File: src/rtl/core/ced_pkg.sv
// shared types and codes for the character edit distance engine
`timescale 1ns / 1ps

package ced_pkg;

  localparam int CHAR_W = 32;
  localparam int OUT_W  = 8;

  // command codes carried in func
  typedef enum logic [1:0] {
    FUNC_CLEAR  = 2'd0,
    FUNC_APPEND = 2'd1,
    FUNC_WORD   = 2'd2,
    FUNC_EMPTY  = 2'd3
  } func_t;

  // control travelling with the wavefront along the cell chain
  typedef struct packed {
    logic go;   // wavefront present at this stage
    logic upd;  // cells rewrite their distance (clear on overlong word)
  } wave_ctl_t;

endpackage

File: src/rtl/core/ced_cell.sv
// one key cell: stores a key character and one distance entry of the row
`timescale 1ns / 1ps

module ced_cell #(
  parameter int IDX        = 0,
  parameter int NUM_CELLS  = 32,
  parameter int DIST_WIDTH = 8,
  localparam int LW        = $clog2(NUM_CELLS + 1)
) (
  input  logic                        clk,
  input  logic                        rst,
  input  logic                        init,
  input  logic                        key_we,
  input  logic [ced_pkg::CHAR_W-1:0]  key_char,
  input  logic [LW-1:0]               key_length,
  input  ced_pkg::wave_ctl_t          ctl_in,
  input  logic [ced_pkg::CHAR_W-1:0]  ch_in,
  input  logic [DIST_WIDTH-1:0]       new_in,
  input  logic [DIST_WIDTH-1:0]       old_in,
  output ced_pkg::wave_ctl_t          ctl_out,
  output logic [ced_pkg::CHAR_W-1:0]  ch_out,
  output logic [DIST_WIDTH-1:0]       new_out,
  output logic [DIST_WIDTH-1:0]       old_out
);
  import ced_pkg::*;

  localparam int DMAX = (1 << DIST_WIDTH) - 1;
  localparam int INIT = (IDX + 1 > DMAX) ? DMAX : IDX + 1;
  localparam logic [DIST_WIDTH-1:0] DMAX_V = DIST_WIDTH'(DMAX);
  localparam logic [DIST_WIDTH-1:0] INIT_V = DIST_WIDTH'(INIT);

  logic [CHAR_W-1:0]     key;
  logic [DIST_WIDTH-1:0] row_val;
  logic                  active;
  logic [DIST_WIDTH-1:0] m_lo;
  logic [DIST_WIDTH-1:0] m_all;
  logic [DIST_WIDTH-1:0] v;

  // cells past the key length only forward the wavefront
  assign active = key_length > LW'(IDX);

  always_comb begin
    m_lo  = (row_val < new_in) ? row_val : new_in;
    m_all = (m_lo < old_in) ? m_lo : old_in;
    if (key == ch_in) begin
      v = old_in;
    end else if (m_all == DMAX_V) begin
      v = DMAX_V;
    end else begin
      v = m_all + DIST_WIDTH'(1);
    end
  end

  always_ff @(posedge clk) begin
    if (rst) begin
      row_val <= '0;
      ctl_out <= '0;
    end else begin
      if (init) begin
        row_val <= INIT_V;
      end else if (ctl_in.go && ctl_in.upd && active) begin
        row_val <= v;
      end
      ctl_out <= ctl_in;
    end
  end

  always_ff @(posedge clk) begin
    if (key_we && key_length == LW'(IDX)) begin
      key <= key_char;
    end
    ch_out  <= ch_in;
    new_out <= active ? (ctl_in.upd ? v : row_val) : new_in;
    old_out <= active ? row_val : old_in;
  end

endmodule

File: src/rtl/core/char_edit_distance_engine_core.sv
// top level of the character edit distance engine: control and cell chain
`timescale 1ns / 1ps

// usage
//   request channel (req_valid / req_stall) carries one command word: func,
//   character, first, last. a word is taken when req_valid is high and
//   req_stall is low. result channel (rsp_valid / rsp_stall) carries
//   distance and truncated, same rule with the stall driven by the receiver.
//   clear and append words are taken back to back.
//   a word character launches a wavefront down a chain of MAX_KEY_CHARS
//   cells, one cell per cycle, so the next word is taken only once the
//   wavefront has left the last cell, and after a last character only once
//   the result has moved on to the output register. an empty-word command
//   holds the input until its result has moved on to the output register.
//   the results of a last character and of an empty-word command wait in
//   the emit state and load the output register once that register is free.
//   the result sits in an output register: while the receiver stalls it,
//   the engine keeps taking words, and only holds off when a new result
//   would need that register.
//   reset (rst, synchronous) empties the key, zeroes the distance row and
//   word counters and drops any pending result.
module char_edit_distance_engine_core #(
  parameter int MAX_KEY_CHARS = 32,
  parameter int DIST_WIDTH    = 8
) (
  input  logic                        clk,
  input  logic                        rst,
  input  logic                        req_valid,
  output logic                        req_stall,
  input  ced_pkg::func_t              func,
  input  logic [ced_pkg::CHAR_W-1:0]  character,
  input  logic                        first,
  input  logic                        last,
  output logic                        rsp_valid,
  input  logic                        rsp_stall,
  output logic [ced_pkg::OUT_W-1:0]   distance,
  output logic                        truncated
);
  import ced_pkg::*;

  localparam int LW = $clog2(MAX_KEY_CHARS + 1);
  localparam logic [16:0] DMAX17 = 17'((1 << DIST_WIDTH) - 1);

  typedef enum logic [2:0] {
    S_IDLE = 3'b001,
    S_WAVE = 3'b010,
    S_EMIT = 3'b100
  } state_t;

  // saturate to the distance width
  function automatic logic [DIST_WIDTH-1:0] sat_dist(input logic [16:0] val);
    return (val > DMAX17) ? DIST_WIDTH'(DMAX17) : DIST_WIDTH'(val);
  endfunction

  // clamp to the 8-bit output range
  function automatic logic [OUT_W-1:0] clamp_out(input logic [16:0] val);
    return (val > 17'd255) ? 8'hFF : val[7:0];
  endfunction

  state_t                state;
  logic [LW-1:0]         klen;
  logic                  kovf;
  logic [7:0]            pos;
  logic                  wovf;
  logic [DIST_WIDTH-1:0] d0;        // column zero of the row
  logic                  last_r;
  logic [OUT_W-1:0]      pend_dist;
  logic                  pend_trunc;

  wave_ctl_t             launch_ctl;
  wave_ctl_t             launch_ctl_next;
  logic [CHAR_W-1:0]     launch_ch;
  logic [DIST_WIDTH-1:0] launch_new;
  logic [DIST_WIDTH-1:0] launch_old;

  wave_ctl_t             ctl_w [0:MAX_KEY_CHARS];
  logic [CHAR_W-1:0]     ch_w  [0:MAX_KEY_CHARS];
  logic [DIST_WIDTH-1:0] new_w [0:MAX_KEY_CHARS];
  logic [DIST_WIDTH-1:0] old_w [0:MAX_KEY_CHARS];

  logic                  req_acc;
  logic                  out_free;
  logic                  key_room;
  logic                  key_we;
  logic                  row_init;
  logic [7:0]            pos_base;
  logic                  wovf_base;
  logic [DIST_WIDTH-1:0] d0_base;
  logic                  pos_full;
  logic [DIST_WIDTH-1:0] d0_inc;

  assign req_stall = (state != S_IDLE);
  assign req_acc   = req_valid && !req_stall;
  assign out_free  = !rsp_valid || !rsp_stall;
  assign key_room  = klen < LW'(MAX_KEY_CHARS);
  assign key_we    = req_acc && func == FUNC_APPEND && key_room;
  assign row_init  = req_acc && func == FUNC_WORD && first;

  // a first character restarts the row from the column-zero side here;
  // the cells reload their own start values on row_init
  assign pos_base  = first ? 8'd0 : pos;
  assign wovf_base = first ? 1'b0 : wovf;
  assign d0_base   = first ? '0 : d0;
  assign pos_full  = (pos_base == 8'hFF);
  assign d0_inc    = sat_dist(17'(pos_base) + 17'd1);

  // wavefront launch control, an overlong word moves no cell
  always_comb begin
    launch_ctl_next     = '0;
    launch_ctl_next.go  = req_acc && func == FUNC_WORD;
    launch_ctl_next.upd = !pos_full;
  end

  // control state
  always_ff @(posedge clk) begin
    if (rst) begin
      state      <= S_IDLE;
      klen       <= '0;
      kovf       <= 1'b0;
      pos        <= '0;
      wovf       <= 1'b0;
      d0         <= '0;
      launch_ctl <= '0;
      rsp_valid  <= 1'b0;
    end else begin
      launch_ctl <= launch_ctl_next;
      if (state == S_EMIT && out_free) begin
        rsp_valid <= 1'b1;
      end else if (rsp_valid && !rsp_stall) begin
        rsp_valid <= 1'b0;
      end
      case (state)
        S_IDLE: begin
          if (req_acc) begin
            case (func)
              FUNC_CLEAR: begin
                klen <= '0;
                kovf <= 1'b0;
              end
              FUNC_APPEND: begin
                if (key_room) begin
                  klen <= klen + LW'(1);
                end else begin
                  kovf <= 1'b1;
                end
              end
              FUNC_WORD: begin
                state <= S_WAVE;
                wovf  <= wovf_base | pos_full;
                pos   <= pos_full ? pos_base : pos_base + 8'd1;
                d0    <= pos_full ? d0_base : d0_inc;
              end
              FUNC_EMPTY: begin
                state <= S_EMIT;
              end
              default: begin
              end
            endcase
          end
        end
        S_WAVE: begin
          // wavefront has left the last cell
          if (ctl_w[MAX_KEY_CHARS].go) begin
            state <= last_r ? S_EMIT : S_IDLE;
          end
        end
        S_EMIT: begin
          if (out_free) begin
            state <= S_IDLE;
          end
        end
        default: begin
          state <= S_IDLE;
        end
      endcase
    end
  end

  // payload registers
  always_ff @(posedge clk) begin
    if (req_acc) begin
      launch_ch  <= character;
      launch_new <= pos_full ? d0_base : d0_inc;
      launch_old <= d0_base;
      last_r     <= last;
      if (func == FUNC_EMPTY) begin
        pend_dist  <= clamp_out(17'(sat_dist(17'(klen))));
        pend_trunc <= kovf;
      end
    end
    if (state == S_WAVE && ctl_w[MAX_KEY_CHARS].go) begin
      // chain tail carries the row entry at the key length
      pend_dist  <= clamp_out(17'(new_w[MAX_KEY_CHARS]));
      pend_trunc <= kovf | wovf;
    end
    if (state == S_EMIT && out_free) begin
      distance  <= pend_dist;
      truncated <= pend_trunc;
    end
  end

  // cell chain, column zero feeds the head
  assign ctl_w[0] = launch_ctl;
  assign ch_w[0]  = launch_ch;
  assign new_w[0] = launch_new;
  assign old_w[0] = launch_old;

  for (genvar g = 0; g < MAX_KEY_CHARS; g++) begin : g_cell
    ced_cell #(
      .IDX        (g),
      .NUM_CELLS  (MAX_KEY_CHARS),
      .DIST_WIDTH (DIST_WIDTH)
    ) u_cell (
      .clk        (clk),
      .rst        (rst),
      .init       (row_init),
      .key_we     (key_we),
      .key_char   (character),
      .key_length (klen),
      .ctl_in     (ctl_w[g]),
      .ch_in      (ch_w[g]),
      .new_in     (new_w[g]),
      .old_in     (old_w[g]),
      .ctl_out    (ctl_w[g+1]),
      .ch_out     (ch_w[g+1]),
      .new_out    (new_w[g+1]),
      .old_out    (old_w[g+1])
    );
  end

  // checks
  a_tail_in_wave: assert property (@(posedge clk) disable iff (rst)
    ctl_w[MAX_KEY_CHARS].go |-> state == S_WAVE)
    else $error("wavefront left the chain outside a wave");

  a_launch_in_wave: assert property (@(posedge clk) disable iff (rst)
    launch_ctl.go |-> state == S_WAVE)
    else $error("wavefront launched outside a wave");

  a_emit_loads: assert property (@(posedge clk) disable iff (rst)
    (state == S_EMIT && out_free) |=> rsp_valid)
    else $error("pending result not loaded");

  a_klen_bound: assert property (@(posedge clk) disable iff (rst)
    klen <= LW'(MAX_KEY_CHARS))
    else $error("key length beyond cell count");

  a_wovf_pos: assert property (@(posedge clk) disable iff (rst)
    wovf |-> pos == 8'hFF)
    else $error("word overflow without full position");

endmodule

File: config.mk
export PLATFORM = sky130hd
export DESIGN_NAME = char_edit_distance_engine_core
export DESIGN_NICKNAME = d
export VERILOG_FILES = /design/src/rtl/core/ced_pkg.sv /design/src/rtl/core/ced_cell.sv /design/src/rtl/core/char_edit_distance_engine_core.sv
export SDC_FILE = /design/constraint.sdc
export NUM_CORES = 2
export LEC_CHECK = 0
export BUFFER_PORTS_ARGS = -buffer_cell sky130_fd_sc_hd__clkbuf_2
export CORE_ASPECT_RATIO = 0.75
export CORE_MARGIN = 2
export CORE_UTILIZATION = 25
export CTS_BUF_LIST = sky130_fd_sc_hd__clkbuf_8
export CTS_CLUSTER_SIZE = 16
export DETAILED_ROUTE_END_ITERATION = 16
export GPL_ROUTABILITY_DRIVEN = 0
export HOLD_SLACK_MARGIN = 0.05
export PLACE_DENSITY = 0.41
export SLEW_MARGIN = 40
export SYNTH_ARGS = -nofsm -noshare
export SYNTH_HDL_FRONTEND = slang
export SYNTH_SLANG_ARGS = --single-unit
File: constraint.sdc
create_clock -name clk -period 13.1 [get_ports clk]
set_input_delay 1.965 -clock clk [delete_from_list [all_inputs] [get_ports clk]]
set_output_delay 1.965 -clock clk [all_outputs]
set_load 0.1 [all_outputs]
==> results.sh <==
export IMPL_crit_chain="ha_1 -> a21o_1 -> a31oi_1 -> o21ai_1 -> a21oi_1 -> nor2_1 -> a21oi_1 -> inv_1 -> ha_1 -> and4_1 -> o211ai_1 -> or4b_1 -> a211oi_1 -> a211oi_2 -> buf_4 -> a21oi_1 -> ha_1 -> nand4_1 -> or3_1 -> and3_1 -> o31ai_1 -> mux2i_1 -> o21ai_0"
export IMPL_via_count=91907
export IMPL_synth_top_cell_area_share=0.291
export IMPL_cts_tree="built"
export IMPL_drtPass1Iterations=5
export IMPL_wl_per_cell_um=22.6
export IMPL_wl_met1_um=239000
export IMPL_core_mm2=0.505
export IMPL_grtUsageTotal=0.165
export IMPL_fp_dieW_um=826
export IMPL_synth_seq_cells=2936
export IMPL_grt_overflow_total=0
export IMPL_yosys_cell_types_count=108
export IMPL_cp_max_fo=21
export IMPL_syn_cell_area_mm2=0.127
export IMPL_yosys_top_cells_area="dfxtp_1 (29%), edfxtp_1 (26%), xnor2_1 (5.9%), ha_1 (4.8%), nand2_1 (3.3%)"
export IMPL_cts_sinks=2936
export IMPL_first_iter_violations=8872
export IMPL_finalSetupViolCount=0
export IMPL_regToRegSetupSlack_ps=6480
export IMPL_timing_fmax_ghz=0.151
export IMPL_ctsResizeCount=0
export IMPL_crit_slowest_cell="a21oi_1"
export IMPL_synth_flop_cell="dfxtp_1"
export IMPL_max_slew_margin=0.328
export IMPL_drc=0
export IMPL_path_clk_slew_ps=60
export IMPL_ir_drop_mv=0.0901
export IMPL_synth_warnings=0
export IMPL_dp_final_hpwl_um=317000
export IMPL_worstHoldPathType="flip-flop to flip-flop"
export IMPL_crit_start="g_cell[10].u_cell.row_val[2]$_SDFFE_PP0P_"
export IMPL_pre_cts_ws_ps=6400
export IMPL_regToRegStartpoint="g_cell[10].u_cell.row_val[2]$_SDFFE_PP0P_"
export IMPL_drv_cap=0
export IMPL_async_flop_share=0
export IMPL_io_buffers=50
export IMPL_fin_nets=12758
export IMPL_routed_via_density=4.74
export IMPL_cts_setup_buffers=0
export IMPL_layout_setup_ws_ps=6480
export IMPL_worst_path_buf_inv=2
export IMPL_slowest_delay_ps=720
export IMPL_slew_violations=0
export IMPL_clock_root_buffer="clkbuf_8"
export IMPL_synth_cells=11889
export IMPL_grt_pass1_vias=87336
export IMPL_antenna_found_initial=30
export IMPL_syn_to_final_growth_pct=15.8
export IMPL_p_leak_uw=0.0549
export IMPL_drive_gt1_frac=0.106
export IMPL_clkLatencyLatePin_ps=1220
export IMPL_io_pins=51
export IMPL_tns_ps=0
export IMPL_routed_wl_met2_um=168000
export IMPL_min_period_ps=6620
export IMPL_crit_type="flip-flop to flip-flop"
export IMPL_clock_tree_buffer_depth=4
export IMPL_critPathCaptureType="flip-flop"
export IMPL_die_area_mm2=0.513
export IMPL_finalCritPeriodShare=0.505
export IMPL_synth_top_cell_by_area="dfxtp_1"
export IMPL_synth_fp_nets=12414
export IMPL_status="completed"
export IMPL_synth_most_common_cell="dfxtp_1"
export IMPL_hold_buffers=0
export IMPL_synth_edf_count=1091
export IMPL_syn_avg_cell_area_um2=10.7
export IMPL_crit_path_start_kind="flip-flop"
export IMPL_grt_first_pass_wirelength_um=634000
export IMPL_htreeDepth=5
export IMPL_seq_area_frac_synth=0.550
export IMPL_fin_skew_ps=186
export IMPL_wl_met3_um=25500
export IMPL_required_ps=14110
export IMPL_critPathTopFamily="compound AO/OA/AOI/OAI gates"
export IMPL_top_layer="met4"
export IMPL_rows=226
export IMPL_hold_viol=0
export IMPL_grt_max_degree=90
export IMPL_initial_core_util=0.251
export IMPL_fp_dieH_um=621
export IMPL_final_util=0.291
export IMPL_p_per_area_mw_per_mm2=175
export IMPL_hold_path_startpoint="g_cell[24].u_cell.ch_out[5]$_DFF_P_"
export IMPL_ys_top_cells_by_count="dfxtp_1 (1845), nand2_1 (1123), edfxtp_1 (1091), xnor2_1 (855), a21oi_1 (758)"
export IMPL_final_antenna_net_count=0
export IMPL_worstPathArrival_ps=7630
export IMPL_cts_buffers_inserted=483
export IMPL_power_uw=25700
export IMPL_drt_wl_total_um=439000
export IMPL_tightest_slew_ps=998
export IMPL_rsz0062_at_grt="false"
-- through the flow --
step,hold WS [ps],instances,instance area (µm²)
2_1_floorplan,349,11889,127000
3_3_place_gp,354,18446,136000
3_5_place_dp,354,18474,136000
4_1_cts,260,19390,147000
5_1_grt,268,19392,147000
6_report,274,19404,147000
-- path summary, 6_finish.rpt --
kind / to / depth (start not counted)
worst max-delay path: g_cell[10].u_cell.new_out[0]$_DFF_P_ / 23
worst min register to register: g_cell[25].u_cell.ch_out[5]$_DFF_P_ / 0
worst max register to register: g_cell[10].u_cell.new_out[0]$_DFF_P_ / 23
worst min-delay path: g_cell[25].u_cell.ch_out[5]$_DFF_P_ / 0
-- state kept, by name (all words and copies together) (netlist names), 32 cells and up --
register / flops
g_cell.u_cell.key: 1024
g_cell.u_cell.ch_out: 992
g_cell.u_cell.new_out: 256
g_cell.u_cell.row_val: 256
g_cell.u_cell.old_out: 248
g_cell.u_cell.ctl_out: 63
launch_ch: 32
-- cell usage in the layout (no fill, tap or decap), types with 259 or more instances in the layout --
| cell | instances |
|---|---|
| xor2_1 | 259 |
| nor2_1 | 441 |
| inv_1 | 841 |
| clkbuf_8 | 594 |
| nand4_1 | 335 |
| nand2_1 | 1113 |
| a21oi_1 | 742 |
| xnor2_1 | 855 |
| mux2i_1 | 264 |
| edfxtp_1 | 1091 |
| dfxtp_1 | 1842 |
| o21ai_0 | 658 |
| ha_1 | 485 |
| nand3_1 | 414 |
-- routing by layer --
layer	vias to the layer above	track usage
met2	2729	0.220
li1	43866	-
met4	0	0.0301
met1	44845	0.274
met3	467	0.0218
met5	-	0
-- area by class of cell --
class | count | area, µm²
Clock buffer | 594 | 8180
Clock inverter | 322 | 2300
Tap cell | 6726 | 8420
Sequential cell | 2936 | 69700
Fill cell | 52417 | 358000
Multi-Input combinational cell | 7924 | 53800
Timing Repair Buffer | 227 | 1920
Antenna cell | 14 | 35.0
Inverter | 661 | 2480
-- report_power, final --
group / internal [µW] / switching (µW) / total [µW]
Sequential: 10900 / 1770 / 12700
Combinational: 1650 / 2730 / 4380
Clock: 4650 / 3960 / 8600
-- cell families (layout without fill, tap and decap cells) --
family	after synthesis	after routing	synth area share
xor gates and xnor gates	1114	1114	0.0769
DFF	2936	2936	0.550
adders and majority gates	485	485	0.0479
buffers and inverters	1029	1804	0.0311
other	0	14	0
muxes	461	461	0.0383
AOI/OAI and AO/OA	2581	2581	0.129
and+or+nand+nor	3283	3283	0.127
Power figures use the tool's default switching activity.
